## src/prb_pkg.sv

```systemverilog
package prb_pkg;

  localparam int unsigned WindowSlots = 16;
  localparam int unsigned MaxPayload  = 2048;
  localparam int unsigned HeaderBytes = 12;
  localparam int unsigned SeqHiPos    = 2;
  localparam int unsigned SeqLoPos    = 3;

  localparam int unsigned SlotW   = $clog2(WindowSlots);
  localparam int unsigned OffW    = $clog2(MaxPayload);
  localparam int unsigned PosW    = $clog2(HeaderBytes + MaxPayload + 2);
  localparam int unsigned LenW    = OffW + 1;
  localparam int unsigned AddrW   = SlotW + OffW;
  localparam int unsigned QDepth  = 2;

  typedef enum logic [1:0] {
    OpByte  = 2'd0,
    OpDrain = 2'd1,
    OpFlush = 2'd2,
    OpNone  = 2'd3
  } op_e;

  typedef enum logic {
    KindData = 1'b0,
    KindDrop = 1'b1
  } kind_e;

  typedef struct packed {
    logic [1:0] op;
    logic [7:0] in_byte;
    logic       in_last;
  } in_t;

  typedef struct packed {
    logic        out_kind;
    logic [7:0]  out_byte;
    logic        out_last;
    logic [15:0] out_seq;
  } out_t;

  // Command from front to back.
  typedef struct packed {
    op_e              op;
    logic [7:0]       data;
    logic             wr_en;
    logic [OffW-1:0]  wr_off;
    logic             hdr;     // header verdict point
    logic             last;
    logic             len_ok;  // payload length in range
    logic [LenW-1:0]  plen;
    logic [15:0]      seq;
  } cmd_t;

endpackage

```

## src/prb_queue.sv

```systemverilog
module prb_queue (
  input  logic           clk_i,
  input  logic           rst_ni,
  input  logic           push_i,
  output logic           ready_o,
  input  prb_pkg::cmd_t  data_i,
  output logic           valid_o,
  input  logic           pop_i,
  output prb_pkg::cmd_t  data_o
);

  localparam int unsigned PtrW = $clog2(prb_pkg::QDepth);

  prb_pkg::cmd_t       mem_q [prb_pkg::QDepth];
  logic [PtrW-1:0]     wp_q, rp_q;
  logic [PtrW:0]       cnt_q;
  logic                do_push, do_pop;

  assign ready_o = cnt_q != (PtrW+1)'(prb_pkg::QDepth);
  assign valid_o = cnt_q != '0;
  assign data_o  = mem_q[rp_q];
  assign do_push = push_i && ready_o;
  assign do_pop  = pop_i && valid_o;

  always_ff @(posedge clk_i) begin
    if (do_push) mem_q[wp_q] <= data_i;
  end

  always_ff @(posedge clk_i or negedge rst_ni) begin
    if (!rst_ni) begin
      wp_q  <= '0;
      rp_q  <= '0;
      cnt_q <= '0;
    end else begin
      if (do_push) wp_q <= wp_q + 1'b1;
      if (do_pop)  rp_q <= rp_q + 1'b1;
      cnt_q <= cnt_q + (PtrW+1)'(do_push) - (PtrW+1)'(do_pop);
    end
  end

endmodule

```

## config.mk

```make
export PLATFORM = sky130hd
export DESIGN_NAME = prb_queue
export DESIGN_NICKNAME = d
export VERILOG_FILES = /design/src/prb_pkg.sv /design/src/prb_queue.sv
export SDC_FILE = /design/constraint.sdc
export NUM_CORES = 1
export LEC_CHECK = 0
export BUFFER_PORTS_ARGS = -buffer_cell sky130_fd_sc_hd__buf_4
export CORE_MARGIN = 10
export CORE_UTILIZATION = 45
export CTS_BUF_LIST = sky130_fd_sc_hd__clkbuf_8
export DETAILED_ROUTE_END_ITERATION = 16
export PLACE_DENSITY = 0.7
export SKIP_LAST_GASP = 1
export SYNTH_ARGS = -nofsm -noshare
export SYNTH_HDL_FRONTEND = slang
export SYNTH_SLANG_ARGS = --single-unit
```

## constraint.sdc

```tcl
create_clock -name clk_i -period 3.7 [get_ports clk_i]
set_input_delay 0.185 -clock clk_i [delete_from_list [all_inputs] [get_ports clk_i]]
set_output_delay 0.185 -clock clk_i [all_outputs]
set_load 0.005 [all_outputs]
```

=== Yosys cells after proc, flatten, opt, wreduce, memory -nomap -nowiden ===
Memory sizes are Yosys's and may differ from the RTL's.
Cells that the tools add are included.

* Bits in registers: 4
* Bits in writable memories: 106
* Memories kept: 1

{| class="wikitable"
|+ Memories
! memory !! words !! width !! rd ports !! clocked after memory_dff !! write ports !! line !! RTL
|-
| mem_q || 2 || 53 || 1 || 0 || 1 || prb_queue.sv:14 || <nowiki>prb_pkg::cmd_t mem_q [prb_pkg::QDepth];</nowiki>
|}

* Add/subtract/negate cells: 4
* Eq/ne operators: 1
* Muxes and demuxes: 2
* Reductions and logical operators: 3

{| class="wikitable"
|+ Operators with widths
! cell !! number
|-
| adder 1 bit (second input constant) || 2
|-
| adder 2 x 1 -> 2 bit || 1
|-
| logical AND 1 bit || 2
|-
| 2-to-1 mux 1 bit || 2
|-
| != test 2 bit (second input constant) || 1
|-
| nonzero test 2 bit || 1
|-
| subtractor 2 x 1 -> 2 bit || 1
|}

=== Depth between registers and ports, before layout ===
* Depth after elaboration: 4
* Mapped depth: 5
* Mapped depth without buffers: 5

=== Least setup slack after synthesis ===
Ideal clock, no wire load.

* Path kind: register to register
* Start point: register cnt_q[0]
* End point: memory mem_q[0][0] in the netlist's numbering (enable)
* Setup time: 0.464 ns
* Arrival: 2.882 ns
* Path slack: 0.354 ns
* Stages on the path, launching flop included: 4
* Buffers on the path: 0
* Period minus slack after synthesis: 3.346 ns
* Path through: dfrtp_1 -> nand2b_1 -> nand2_1 -> nor2_1

* Word-level cells in the longest chain between the ends: 4

{| class="wikitable"
|+ Ends and longest elaborated chain
! element !! line !! RTL
|-
| start, declared || prb_queue.sv:16 || <nowiki>logic [PtrW:0] cnt_q;</nowiki>
|-
| start signal, assigned || prb_queue.sv:37 || <nowiki>cnt_q <= cnt_q + (PtrW+1)'(do_push) - (PtrW+1)'(do_pop);</nowiki>
|-
| != test 2 bit || prb_queue.sv:19 || <nowiki>assign ready_o = cnt_q != (PtrW+1)'(prb_pkg::QDepth);</nowiki>
|-
| named net ready_o || prb_queue.sv:5 || <nowiki>output logic ready_o,</nowiki>
|-
| logical AND 1 bit || prb_queue.sv:22 || <nowiki>assign do_push = push_i && ready_o;</nowiki>
|-
| 2-to-1 mux 1 bit || prb_queue.sv:26 || <nowiki>if (do_push) mem_q[wp_q] <= data_i;</nowiki>
|-
| 2-to-1 mux 1 bit (implied by the code) || prb_queue.sv:26 ||
|-
| end, declared || prb_queue.sv:14 ||
|}

The timed path passes the listed nets, and every way through them passes these cells.

==> impl_results.md <==
- Netlist cell types: 18
- Placed inst area: 5010 µm²
- HP Start: data_i[50]
- Ant diodes: 0
- Area Growth Syn to Fin: 37.1%
- Crit path kind: register to output port
- CP startpoint kind: register
- Vias/cell: 4.88
- Number of gates resized after cts: 0
- Syn Area/Cell: 21.7 µm²
- CTS tree: done
- Detailed placer's ending HPWL: 5480 µm
- Final net count: 404
- Post-synth top area share: 78.3%
- Routed WL per cell: 18.0 µm
- Critical path fanouts, max: 41
- Via count: 2,241
- Drt total wl: 8270 µm
- CTS Buf Count: 9
- Unrepaired setup endpoints after global routing: false
- YS warnings: 0
- Root Buffer: clkbuf_8
- Final setup viols: 0
- FF+latch count, synth: 110
- Vias in the first global route: 2,443
- Hold crit path type: input pin to register
- Async S/R FF share, synth: 3.64%
- 1st-pass router iterations: 4
- Prevailing post-synth register cell: edfxtp_1
- Initial antenna violation count: 0
- Post-layout min period: 2.33 ns
- Max Cap Viol: 0
- Clock sink total: 110
- GRT Total Usage: 12.1%
- Worst path required time: 3.51 ns
- Die Span Y: 115 µm
- Min-Delay Endpoint: mem_q[1][50]
- Cell row count: 34
- Largest cells by area after synthesis: edfxtp_1 (78%), mux2_2 (15%), dfrtp_1 (2.5%)
- Largest net degree at the start of global routing: 54
- Clock Skews: 0.0159 ns
- Final-report max-slew violation count: 0
- ANT nets after route: 0
- CTS H-Tree Depth: 3
- First-pass GRT wire length: 12,500 µm
- CP arrival: 2.15 ns
- Status: finished, final reports clean
- Multi-input logic area: 724 µm²
- Die ar.: 13,200 µm²
- Fillers: 639
- Leakage: 0.00209 µW
- Hold Slack: 0.0237 ns
- Most numerous cell in the Yosys netlist: edfxtp_1
- Iteration-0 DRC Markers: 92
- PortBufs: 111
- Hold path depth: 1
- VDD IR-drop max: 0.000580 V
- RR Startpoint: cnt_q[0]
- Mapped Area: 4060 µm²
- Net Count, Synth: 245
- Pwr Density: 662 nW/µm²
- Maximum clock rate: 428 MHz
- Share of cells above drive strength 1: 53.0%
- Final worst-path cycle share: 63.1%
- Worst-margin pin slew: 0.944 ns
- Post-synth top cells: edfxtp_1 (106), mux2_2 (53), buf_6 (5)
- Synth Instances: 187
- Cts hold-fix bufs: 30
- Max-slew headroom: 37.1%
- Reg-to-reg slack, setup: 1.58 ns
- FF+latch area: 3280 µm²
- DRC viols: 0
- Longest Clk Path Bufs: 2
- Reg-to-reg critical path endpoint: mem_q[1][31]
- Hold Fails Final Rpt: 0
- GR Overflow Total: 0
- DIE WIDTH: 115 µm
- Gp weighted congestion: 0.696
- Final setup TNS: 0 ns
- Design Power: 3690 µW
- R2R cell count: 3
- Setup bufs post-CTS: 0
- Skew-Pair Late Insertion Delay: 0.36 ns
- Core area: 8760 µm²
- Io pins: 112
- Number of flops mapped to enable cells by yosys: 106
- Initial Utilization: 46.4%
- Post-synthesis sequential area ratio: 80.8%
- Largest area contributor in the netlist: edfxtp_1
- Final instance area: 5570 µm²
- Crit. End Element: output port
- Clock edge transition at the registers on the reported setup and hold paths: 0.09 ns
==> placed cells by master (no fill, tap or decap) <==
| master | n |
|---|---|
| buf_4 | 115 |
| dfrtp_2 | 1 |
| dfrtp_1 | 3 |
| ha_1 | 1 |
| clkinv_4 | 1 |
| clkbuf_8 | 9 |
| edfxtp_1 | 106 |
| nand2_1 | 2 |
| nand3_1 | 1 |
| nand2b_1 | 1 |
| mux2_2 | 53 |
| nor2_1 | 2 |
| xnor2_1 | 3 |
| a211oi_1 | 1 |
| clkinvlp_4 | 2 |
| a21bo_1 | 1 |
| a32oi_1 | 1 |
| and3_2 | 1 |
| nor2_4 | 1 |
| clkinv_1 | 2 |
| dlygate4sd3_1 | 39 |
| nor2b_1 | 1 |
| inv_6 | 2 |
| or2_2 | 1 |
| o21ai_0 | 1 |
==> final cells by class <==
type                    instances  area share, %
clock buffers                   9           2.22
clock inverters                 7          0.876
multi-input cells              71           13.0
flip-flops and latches        110           59.0
well taps                     108           2.43
repair buffers                154           22.5
==> layer usage <==
metal	part of all wire, %	track usage, %	vias up
met1	40	14.3	1097
met5	0	0	-
met3	8.0	4.43	10
met2	51	19.9	80
li1	-	-	1054
met4	1.2	4.29	0
==> worst max-delay path: stages (launching register included) <==
cell     delay (ns)
dfrtp_2        0.99
buf_4          0.31
mux2_2         0.35
buf_4          0.14
==> worst max-delay path by stage <==
stage | to | startpoint | cells past startpoint | slack [ns]
2_1_floorplan | mem_q[0][0] | cnt_q[0] | 3 | 0.35
6_report | data_o[19] | rp_q | 3 | 1.37
4_1_cts | data_o[8] | rp_q | 3 | 1.30
3_5_place_dp | mem_q[1][23] | cnt_q[0] | 3 | 1.53
3_3_place_gp | mem_q[1][23] | cnt_q[0] | 3 | 1.62
5_1_grt | data_o[16] | rp_q | 3 | 1.22
==> registers in the layout, summed over array words and instances, names as in the netlist <==
signal  count
mem_q     106
cnt_q       2
rp_q        1
wp_q        1
==> report_power, final <==
| part | leakage (µW) | switching (µW) | internal [µW] |
|---|---|---|---|
| sequential | 0.00103 | 161 | 1700 |
| clock | 0.0000813 | 389 | 247 |
| combinational | 0.000975 | 480 | 710 |
==> through the flow <==
stage          utilization [%]  instances  worst slack (ns)
6_report                  63.6        459              1.37
5_1_grt                   63.6        459              1.22
4_1_cts                   62.5        450              1.30
3_5_place_dp              57.1        404              1.53
3_3_place_gp              57.1        404              1.62
2_1_floorplan                -        187             0.354
==> kinds of logic (layout without fill, tap and decap cells) <==
logic type | after synthesis | count (layout) | synth area share (%)
AND/OR/NAND/NOR | 10 | 10 | 1.20
adder cells (fa/ha/maj) | 1 | 1 | 0.308
buffers and inverters | 6 | 170 | 1.57
multiplexers | 53 | 53 | 14.7
XOR/XNOR | 3 | 3 | 0.647
flip-flops | 110 | 110 | 80.8
AO/OA/AOI/OAI | 4 | 4 | 0.770
Power figures use the tool's default switching activity.
