File: src/prb_pkg.sv
package prb_pkg;

  localparam int unsigned WindowSlots = 16;
  localparam int unsigned MaxPayload  = 2048;
  localparam int unsigned HeaderBytes = 12;
  localparam int unsigned SeqHiPos    = 2;
  localparam int unsigned SeqLoPos    = 3;

  localparam int unsigned SlotW   = $clog2(WindowSlots);
  localparam int unsigned OffW    = $clog2(MaxPayload);
  localparam int unsigned PosW    = $clog2(HeaderBytes + MaxPayload + 2);
  localparam int unsigned LenW    = OffW + 1;
  localparam int unsigned AddrW   = SlotW + OffW;
  localparam int unsigned QDepth  = 2;

  typedef enum logic [1:0] {
    OpByte  = 2'd0,
    OpDrain = 2'd1,
    OpFlush = 2'd2,
    OpNone  = 2'd3
  } op_e;

  typedef enum logic {
    KindData = 1'b0,
    KindDrop = 1'b1
  } kind_e;

  typedef struct packed {
    logic [1:0] op;
    logic [7:0] in_byte;
    logic       in_last;
  } in_t;

  typedef struct packed {
    logic        out_kind;
    logic [7:0]  out_byte;
    logic        out_last;
    logic [15:0] out_seq;
  } out_t;

  // Command from front to back.
  typedef struct packed {
    op_e              op;
    logic [7:0]       data;
    logic             wr_en;
    logic [OffW-1:0]  wr_off;
    logic             hdr;     // header verdict point
    logic             last;
    logic             len_ok;  // payload length in range
    logic [LenW-1:0]  plen;
    logic [15:0]      seq;
  } cmd_t;

endpackage

File: src/prb_front.sv
module prb_front (
  input  logic           clk_i,
  input  logic           rst_ni,
  input  logic           in_valid_i,
  output logic           in_ready_o,
  input  prb_pkg::in_t   in_data_i,
  output logic           cmd_valid_o,
  input  logic           cmd_ready_i,
  output prb_pkg::cmd_t  cmd_o
);

  logic [prb_pkg::PosW-1:0] pos_q, pos_d;
  logic [15:0]              seq_q, seq_d;
  logic [prb_pkg::PosW:0]   n;
  logic                     fire;

  assign in_ready_o  = cmd_ready_i;
  assign cmd_valid_o = in_valid_i;
  assign fire        = in_valid_i && cmd_ready_i;
  assign n           = {1'b0, pos_q} + 1'b1;

  always_comb begin
    seq_d = seq_q;
    if (pos_q == prb_pkg::PosW'(prb_pkg::SeqHiPos)) seq_d[15:8] = in_data_i.in_byte;
    if (pos_q == prb_pkg::PosW'(prb_pkg::SeqLoPos)) seq_d[7:0]  = in_data_i.in_byte;
  end

  always_comb begin
    cmd_o        = '0;
    cmd_o.op     = prb_pkg::op_e'(in_data_i.op);
    cmd_o.data   = in_data_i.in_byte;
    cmd_o.last   = in_data_i.in_last;
    cmd_o.seq    = seq_d;
    cmd_o.hdr    = (pos_q == prb_pkg::PosW'(prb_pkg::HeaderBytes - 1));
    cmd_o.wr_en  = (pos_q >= prb_pkg::PosW'(prb_pkg::HeaderBytes)) &&
                   (pos_q < prb_pkg::PosW'(prb_pkg::HeaderBytes + prb_pkg::MaxPayload));
    cmd_o.wr_off = prb_pkg::OffW'(pos_q - prb_pkg::PosW'(prb_pkg::HeaderBytes));
    cmd_o.len_ok = (n > (prb_pkg::PosW+1)'(prb_pkg::HeaderBytes)) &&
                   (n <= (prb_pkg::PosW+1)'(prb_pkg::HeaderBytes + prb_pkg::MaxPayload));
    cmd_o.plen   = prb_pkg::LenW'(n - (prb_pkg::PosW+1)'(prb_pkg::HeaderBytes));
  end

  always_comb begin
    pos_d = pos_q;
    if (fire && in_data_i.op == prb_pkg::OpByte) begin
      if (in_data_i.in_last) begin
        pos_d = '0;
      end else if (pos_q <= prb_pkg::PosW'(prb_pkg::HeaderBytes + prb_pkg::MaxPayload)) begin
        pos_d = pos_q + 1'b1;
      end
    end
  end

  always_ff @(posedge clk_i or negedge rst_ni) begin
    if (!rst_ni) begin
      pos_q <= '0;
      seq_q <= '0;
    end else if (fire && in_data_i.op == prb_pkg::OpByte) begin
      pos_q <= pos_d;
      seq_q <= in_data_i.in_last ? 16'd0 : seq_d;
    end
  end

endmodule

File: config.mk
export PLATFORM = sky130hd
export DESIGN_NAME = prb_front
export DESIGN_NICKNAME = d
export VERILOG_FILES = /design/src/prb_pkg.sv /design/src/prb_front.sv
export SDC_FILE = /design/constraint.sdc
export NUM_CORES = 1
export LEC_CHECK = 0
export ABC_AREA = 1
export CORE_MARGIN = 2
export CORE_UTILIZATION = 45
export CTS_BUF_LIST = sky130_fd_sc_hd__clkbuf_2 sky130_fd_sc_hd__clkbuf_4 sky130_fd_sc_hd__clkbuf_8
export CTS_CLUSTER_DIAMETER = 100
export DETAILED_ROUTE_END_ITERATION = 10
export DONT_BUFFER_PORTS = 1
export PLACE_DENSITY = 0.68
export SYNTH_ARGS = -nofsm -noshare
export SYNTH_HDL_FRONTEND = slang
export SYNTH_SLANG_ARGS = --single-unit
File: constraint.sdc
create_clock -name clk_i -period 2.9 [get_ports clk_i]
set_input_delay 0.58 -clock clk_i [delete_from_list [all_inputs] [get_ports clk_i]]
set_output_delay 0.58 -clock clk_i [all_outputs]
set_load 0.005 [all_outputs]
* Word-level counts from Yosys, hierarchy flattened
Cells that the tools add are included.
Cells by class: eq/ne operators 3, magnitude comparators 5, reduce and logical (&&, ||, !) cells 7, $add $sub $neg 4, mux-type cells 5
Operator list (number):
- $eq 12x2->1 const B | 2
- $mux 12 | 2
- $mux 16 | 1
- $mux 8 | 2
- $add 12x1->13 const B | 1
- $gt 13x4->1 const B | 1
- $le 13x12->1 const B | 1
- $add 12x1->12 const B | 1
- $eq 12x4->1 const B | 1
- $ge 12x4->1 const B | 1
- $le 12x12->1 const B | 1
- $lt 12x12->1 const B | 1
- $sub 12x4->12 const B | 1
- $sub 11x4->11 const B | 1
- $logic_and 1x1->1 | 4
- $logic_not 2->1 | 1
- $reduce_and 2->1 | 1
- $reduce_bool 2->1 | 1
Word-level totals: register bits after elaboration 28, bits of input ports 15, word-level logic and storage cells 26

* Logic depth before layout (Yosys ltp)
Gate-level depths: netlist (run 1).
depth after elaboration 3, depth in mapped cells 14, mapped depth without buffers 14

* Worst setup path before layout (run 1)
OpenSTA, ideal clock, no wires.
path type register -> output, from register pos_q[1] in the netlist's numbering, to output cmd_o[28] in the netlist's numbering, cell stages (with the launch flop) 12, required time 2.320 ns, path buffers 0, arrival time 1.739 ns, slack 0.581 ns, cell sequence dfrtp_1 -> ha_1 -> xor2_1 -> ha_1 -> inv_1 -> nor3_1 -> nand2_1 -> nor2_1 -> nand3_1 -> nor2_1 -> nor2_1 -> a21oi_1
RTL lines:
- start: declaration | RTL line prb_front.sv:12 | logic [prb_pkg::PosW-1:0] pos_q, pos_d;
- start signal: assignment | RTL line prb_front.sv:59 | pos_q <= pos_d;
- end: declaration | RTL line prb_front.sv:9 | output prb_pkg::cmd_t cmd_o

==> flow_metrics.env, run 1 <==
export IMPL_synth_fp_nets=338
export IMPL_yosysSeqAreaShare=0.303
export IMPL_start_util=0.459
export IMPL_cts_sinks=28
export IMPL_post_route_drc_count=0
export IMPL_leakagePower_nw=1.17
export IMPL_core_area_mm2=0.00504
export IMPL_final_cell_mix="61 x inv_1, 54 x nand2_1, 26 x dfrtp_1"
export IMPL_nNetsFinal=323
export IMPL_synth_distinct_cells=30
export IMPL_wire_per_inst_um=14.3
export IMPL_setup_viol=0
export IMPL_outcome="finished clean"
export IMPL_pin_count=70
export IMPL_r2r_start="pos_q[2]"
export IMPL_grt_use_total=0.189
export IMPL_avgViaCountPerCell=5.15
export IMPL_relSlewSlack=0.533
export IMPL_antenna_found_initial=0
export IMPL_cap_violations=0
export IMPL_rsz0062_at_grt="yes"
export IMPL_yosys_top_cells_area="dfrtp_1 30%, inv_1 9.9%, nand2_1 8.8%"
export IMPL_crit_path_start_kind="register"
export IMPL_gr_total_overflow=0
export IMPL_max_stage_delay_ns=0.43
export IMPL_crit_type="register to output pin"
export IMPL_synth_top_cell_by_area="dfrtp_1"
export IMPL_path_max_fanout=6
export IMPL_period_share=0.954
export IMPL_ys_warn_count=0
export IMPL_critPathBufInv=1
export IMPL_cts_tree="yes"
export IMPL_io_buffers=0
export IMPL_required_ns=2.32
export IMPL_path_cells="ha_2, xor2_2, ha_1, inv_1, nor3_1, nand2_1, nor2_1, nand3_1, nor2_1, nor2_1, a21oi_1"
export IMPL_worstSkewPairLatency_ns=0.29
export IMPL_synthArstFlopShare=1.00
export IMPL_grt_first_pass_wirelength_mm=8.22
export IMPL_r2r_end="pos_q[11]"
export IMPL_syn_area_mm2=0.00231
export IMPL_cts_root_buf="clkbuf_8"
export IMPL_hold_path_class="primary input to async pin"
export IMPL_synth_top_area_frac=0.303
export IMPL_antenna_cells=0
export IMPL_cts_buffer_depth=2
export IMPL_gp_congestion=0.872
export IMPL_syn_to_final_growth_pct=1.73
export IMPL_dp_cells=365
export IMPL_chipWidth_um=75.7
export IMPL_grt_max_degree=29
export IMPL_hold_viol=0
export IMPL_r2r_cells=9
export IMPL_fp_dieH_um=75.7
export IMPL_vdd_ir_drop_max_mv=0.378
export IMPL_path_delay_family="simple AND/OR/NAND/NOR gates"
export IMPL_synth_ff_type="dfrtp_1"
export IMPL_report_final_slew_viol_count=0
export IMPL_rows=26
export IMPL_fmax_ghz=0.362
export IMPL_worst_pin_slew_ns=0.700
export IMPL_drt_initial_drc_count=72
export IMPL_synthesis_instances=316
export IMPL_cts_htree_levels=1
export IMPL_finalNonFillerCells=370
export IMPL_drive_gt1_frac=0.167
export IMPL_synth_seq_cells=28
export IMPL_drtAntennaViolNets=0
export IMPL_power_density_mw_per_mm2=817
export IMPL_final_common_cell="inv_1"
export IMPL_cts_made_buffers=3
export IMPL_holdWs_ns=0.100
export IMPL_hpwl_mm=4.00
export IMPL_finalCriticalPeriod_ns=2.77
export IMPL_crit_path_frequent_cell="nor2_1"
export IMPL_vias=1907
export IMPL_dieArea_mm2=0.00573
export IMPL_post_cts_buffers=0
export IMPL_slowest_stage="dfrtp_2"
export IMPL_firstDrtPassIters=4
export IMPL_clkSlewWorstSetupHoldPaths_ns=0.11
export IMPL_reg2reg_slack_ns=0.65
export IMPL_fin_skew_ns=0.00563
export IMPL_first_global_vias=1699
export IMPL_detail_route_wirelength_mm=5.29
export IMPL_avgSynthCellArea_um2=7.32
export IMPL_endpoint_kind="output pin"
export IMPL_synth_edf_count=0
export IMPL_arrival_ns=2.19
## cells by family after synthesis
group	Yosys count	synth area share
compound gates	58	0.169
xor+xnor	11	0.0416
flops	28	0.303
simple gates	126	0.274
buf+inv	86	0.175
fa+ha+maj	7	0.0379
## layout make-up
class	count	area, um2
clock buffers	3	41.3
flip-flops and latches	28	703
multi-input cells	202	1220
clock inverters	1	30.0
well taps	70	87.6
fillers	518	2690
repair buffers	2	27.5
inverters	64	240
## what timing repair did
action / CTS / global route
endpoints found under the hold margin: 28 / 0
gates resized for setup: 1 / 4
setup endpoints to repair: 1 / 4
hold buffers: 1 / 0
## layer usage
metal / up-vias / global-route usage / share of wire
li1: 956 / - / -
met1: 903 / 0.279 / 0.48
met2: 44 / 0.286 / 0.47
met3: 4 / 0.0317 / 0.041
met4: 0 / 0.0546 / 0.010
met5: - / 0 / 0
## synth_stat cells, types with 4 or more instances
| library cell | instances |
|---|---|
| inv_1 | 61 |
| nand2_1 | 54 |
| dfrtp_1 | 28 |
| nor2_1 | 23 |
| o22ai_1 | 19 |
| buf_4 | 15 |
| nand3_1 | 14 |
| xor2_1 | 11 |
| nand2_2 | 10 |
| o21ai_0 | 9 |
| a21oi_1 | 8 |
| nor2_2 | 8 |
| o21a_1 | 8 |
| ha_1 | 7 |
| nor2_4 | 6 |
| nor3_1 | 4 |
| o22ai_2 | 4 |
## report_power, final
group          total [W]  leakage [nW]  switching, W  internal, W
Combinational    0.00100         0.771      0.000669     0.000333
Clock           0.000324        0.0357      0.000139     0.000185
Sequential      0.000597         0.363      0.000105     0.000492
## worst register-to-register path, delay by kind of cell, from the launching register on
| family | cells | cell delay (ns) |
|---|---|---|
| simple gates | 5 | 1.01 |
| flops | 1 | 0.46 |
| fa+ha+maj | 1 | 0.28 |
| compound gates | 2 | 0.27 |
| buf+inv | 1 | 0.10 |
## flip-flops by register name (all words and copies together), names as in the netlist
signal / flops
seq_q: 16
pos_q: 12
## worst max path at each step
| stage | start | to | slack (ns) | depth (start not counted) |
|---|---|---|---|---|
| 6_report | pos_q[1] | cmd_o[28] | 0.13 | 11 |
| 5_1_grt | pos_q[1] | cmd_o[28] | -0.07 | 11 |
| 4_1_cts | pos_q[1] | cmd_o[28] | 0.04 | 11 |
| 3_5_place_dp | pos_q[1] | cmd_o[28] | 0.34 | 11 |
| 3_3_place_gp | pos_q[1] | cmd_o[28] | 0.37 | 11 |
| 2_1_floorplan | pos_q[1] | cmd_o[28] | 0.58 | 11 |
## stage by stage
stage / TNS [ns] / utilization / setup WS (ns) / area, um2 / total power [W]
global route: -0.0728 / 0.467 / -0.0728 / 2350 / 0.00211
detailed placement: 0 / 0.445 / 0.340 / 2240 / 0.00159
CTS: 0 / 0.464 / 0.0407 / 2340 / 0.00192
floorplan: 0 / - / 0.581 / 2310 / 0.00142
finish: 0 / 0.467 / 0.134 / 2350 / 0.00192
global placement: 0 / 0.445 / 0.370 / 2240 / 0.00158
No activity file was read; power rests on OpenSTA's default activity.
==> run 2, diff against run 1 <==
--- a/config.mk
+++ b/config.mk
@@ -5,7 +5,7 @@
 export SDC_FILE = /design/constraint.sdc
 export NUM_CORES = 1
 export LEC_CHECK = 0
-export ABC_AREA = 1
+export ABC_AREA = 0
 export CORE_MARGIN = 2
 export CORE_UTILIZATION = 45
 export CTS_BUF_LIST = sky130_fd_sc_hd__clkbuf_2 sky130_fd_sc_hd__clkbuf_4 sky130_fd_sc_hd__clkbuf_8
==> flow_metrics.env, run 2 <==
export IMPL_cts_htree_levels=1
export IMPL_cts_sinks=28
export IMPL_clkSlewWorstSetupHoldPaths_ns=0.10
export IMPL_firstDrtPassIters=4
export IMPL_worst_pin_slew_ns=0.781
export IMPL_p_switching_w=0.000289
export IMPL_rows=26
export IMPL_cts_root_buf="clkbuf_8"
export IMPL_nNetsFinal=296
export IMPL_cts_tree="yes"
export IMPL_finalCoreUtilization=0.499
export IMPL_chipWidth_um=77.7
export IMPL_regMostFlops="seq_q"
export IMPL_grt_first_pass_wirelength_mm=9.64
export IMPL_grt_use_total=0.198
export IMPL_dieArea_mm2=0.00603
export IMPL_cp_startpoint="pos_q[0]"
export IMPL_post_place_ws_ns=0.170
export IMPL_tns_ns=0
export IMPL_grt_max_degree=29
export IMPL_fp_dieH_um=77.7
export IMPL_antenna_found_initial=0
export IMPL_report_final_slew_viol_count=0
export IMPL_stdcell_area_mm2=0.00258
export IMPL_synth_fp_nets=306
export IMPL_placed_area_mm2=0.00241
export IMPL_largest_reg_flops=16
export IMPL_wire_per_inst_um=17.8
export IMPL_fin_skew_ns=0.00229
export IMPL_avgViaCountPerCell=6.04
export IMPL_yosys_top_cells_area="dfrtp_1 29%, mux2_2 6.5%, a22oi_1 4.9%"
export IMPL_crit_path_start_kind="register"
export IMPL_antenna_cells=0
export IMPL_ys_warn_count=0
export IMPL_arrival_ns=2.23
export IMPL_vias=2064
export IMPL_crit_type="register to output pin"
export IMPL_vdd_ir_drop_max_mv=0.177
export IMPL_outcome="finished clean"
export IMPL_gr_total_overflow=0
export IMPL_synth_distinct_cells=54
export IMPL_worstSkewPairLatency_ns=0.28
export IMPL_r2r_cells=9
export IMPL_final_cell_mix="28 x nand2_1, 26 x dfrtp_1, 23 x buf_4"
export IMPL_synth_ff_type="dfrtp_1"
export IMPL_period_share=0.969
export IMPL_switching_share=0.316
export IMPL_synthesis_instances=284
export IMPL_worstSetupEndpoint="cmd_o[14]"
export IMPL_io_buffers=0
export IMPL_drt_initial_drc_count=115
export IMPL_drtAntennaViolNets=0
export IMPL_detail_route_wirelength_mm=6.09
export IMPL_fmax_ghz=0.356
export IMPL_cts_buffer_depth=2
export IMPL_r2r_end="seq_q[10]"
export IMPL_required_ns=2.32
export IMPL_first_global_vias=1887
export IMPL_syn_area_mm2=0.00244
export IMPL_finalCriticalPeriod_ns=2.81
export IMPL_syn_to_final_growth_pct=5.79
export IMPL_setup_viol=0
export IMPL_synth_seq_cells=28
export IMPL_rsz0062_at_grt="no"
export IMPL_cap_violations=0
export IMPL_power_frac_seq=0.472
export IMPL_reg2reg_slack_ns=0.38
export IMPL_r2r_start="pos_q[0]"
export IMPL_synth_top_cell_by_area="dfrtp_1"
export IMPL_power_internal_w=0.000626
export IMPL_endpoint_kind="output pin"
export IMPL_wl_met2_mm=2.85
export IMPL_synth_top_area_frac=0.287
export IMPL_avgSynthCellArea_um2=8.60
export IMPL_leakagePower_nw=1.09
export IMPL_setup_ws_ns=0.0900
export IMPL_drive_gt1_frac=0.228
export IMPL_final_common_cell="nand2_1"
export IMPL_largestRegisters="seq_q: 16 flops, pos_q: 12 flops"
export IMPL_synthArstFlopShare=1.00
export IMPL_power_density_mw_per_mm2=354
export IMPL_hpwl_mm=4.15
export IMPL_synthTopCellsByCount="28 x dfrtp_1, 28 x nand2_1, 19 x o21ai_0"
export IMPL_pwr_share_clk=0.241
export IMPL_p_total_w=0.000915
export IMPL_yosysSeqAreaShare=0.287
export IMPL_hold_viol=0
export IMPL_cts_made_buffers=3
export IMPL_post_route_drc_count=0
export IMPL_hold_path_class="primary input to async pin"
export IMPL_gp_congestion=0.856
export IMPL_path_max_fanout=8
export IMPL_pin_count=70
export IMPL_core_area_mm2=0.00517
export IMPL_combPwrFrac=0.287
export IMPL_route_top_layer_used="met4"
export IMPL_wl_met3_um=282
export IMPL_wl_met1_mm=2.86
export IMPL_start_util=0.472
export IMPL_relSlewSlack=0.476
export IMPL_synth_edf_count=0
-- run 2: changes by cell type after synthesis, moves of 8 or more --
cell	change
nor2_1	-16
mux2_2	+14
o22ai_1	-19
nand2_2	-10
inv_1	-55
a22oi_1	+16
nand2_1	-26
clkbuf_1	+11
nor2_2	-8
o21ai_0	+10
xnor2_1	+13
nand3_1	-8
-- run 2: power by group through the flow --
stage | logic [W] | registers, W | clock network (W)
finish | 0.000263 | 0.000431 | 0.000221
global route | 0.000292 | 0.000434 | 0.000236
CTS | 0.000252 | 0.000428 | 0.000220
detailed placement | 0.000237 | 0.000435 | 0
global placement | 0.000233 | 0.000434 | 0
floorplan | 0.000218 | 0.000438 | 0
-- run 2: logic make-up (layout without fill, tap and decap cells) --
group	Yosys count	in the layout	synth area share
and+or+nand+nor	84	85	0.185
AOI/OAI and AO/OA	76	76	0.208
buffers and inverters	46	33	0.109
DFF	28	28	0.287
xor gates and xnor gates	23	23	0.0825
muxes	20	20	0.0933
adders and majority gates	7	7	0.0359
-- run 2: worst max-delay path: stages (launching register included) --
cell and delay, ns:
dfrtp_1 0.42, buf_4 0.18, inv_1 0.13, ha_1 0.17
nand2_1 0.09, or4_4 0.62, mux2_4 0.34
-- run 2: how the worst min path moves through the flow --
stage                 from       end  slack, ns  depth (start not counted)
finish              rst_ni  seq_q[9]       0.11                          1
CTS                 rst_ni  seq_q[0]       0.12                          1
global route        rst_ni  seq_q[3]       0.11                          1
global placement    rst_ni  seq_q[7]       0.29                          0
detailed placement  rst_ni  seq_q[7]       0.29                          0
floorplan           rst_ni  pos_q[0]       0.28                          0
-- run 2: what timing repair did --
action,4_1_cts,5_1_grt
hold endpoints to repair,28,0
setup buffers,0,6
endpoints found under the setup margin,10,12
gates resized for setup,6,9
pin swaps,0,1
hold buffers,1,0
cloned,0,1
-- run 2: per-layer routing --
layer  track usage  up-vias
li1              -      990
met1         0.283     1008
met2         0.305       57
met3        0.0337        9
met4        0.0607        0
met5             0        -
-- run 2: area by class of cell --
type                       count  area, um2
sequential                    28        703
timing repair buffer          24        193
multi-input combinational    211       1540
fill                         499       2590
inverter                       6       22.5
clock buffer                   3       41.3
tap                           70       87.6
-- run 2: per-stage QoR --
step                      hold WS, ns  cells
after floorplan                 0.284    284
after global placement          0.285    331
after detailed placement        0.285    331
after CTS                       0.117    335
after global routing            0.113    342
final                           0.110    342
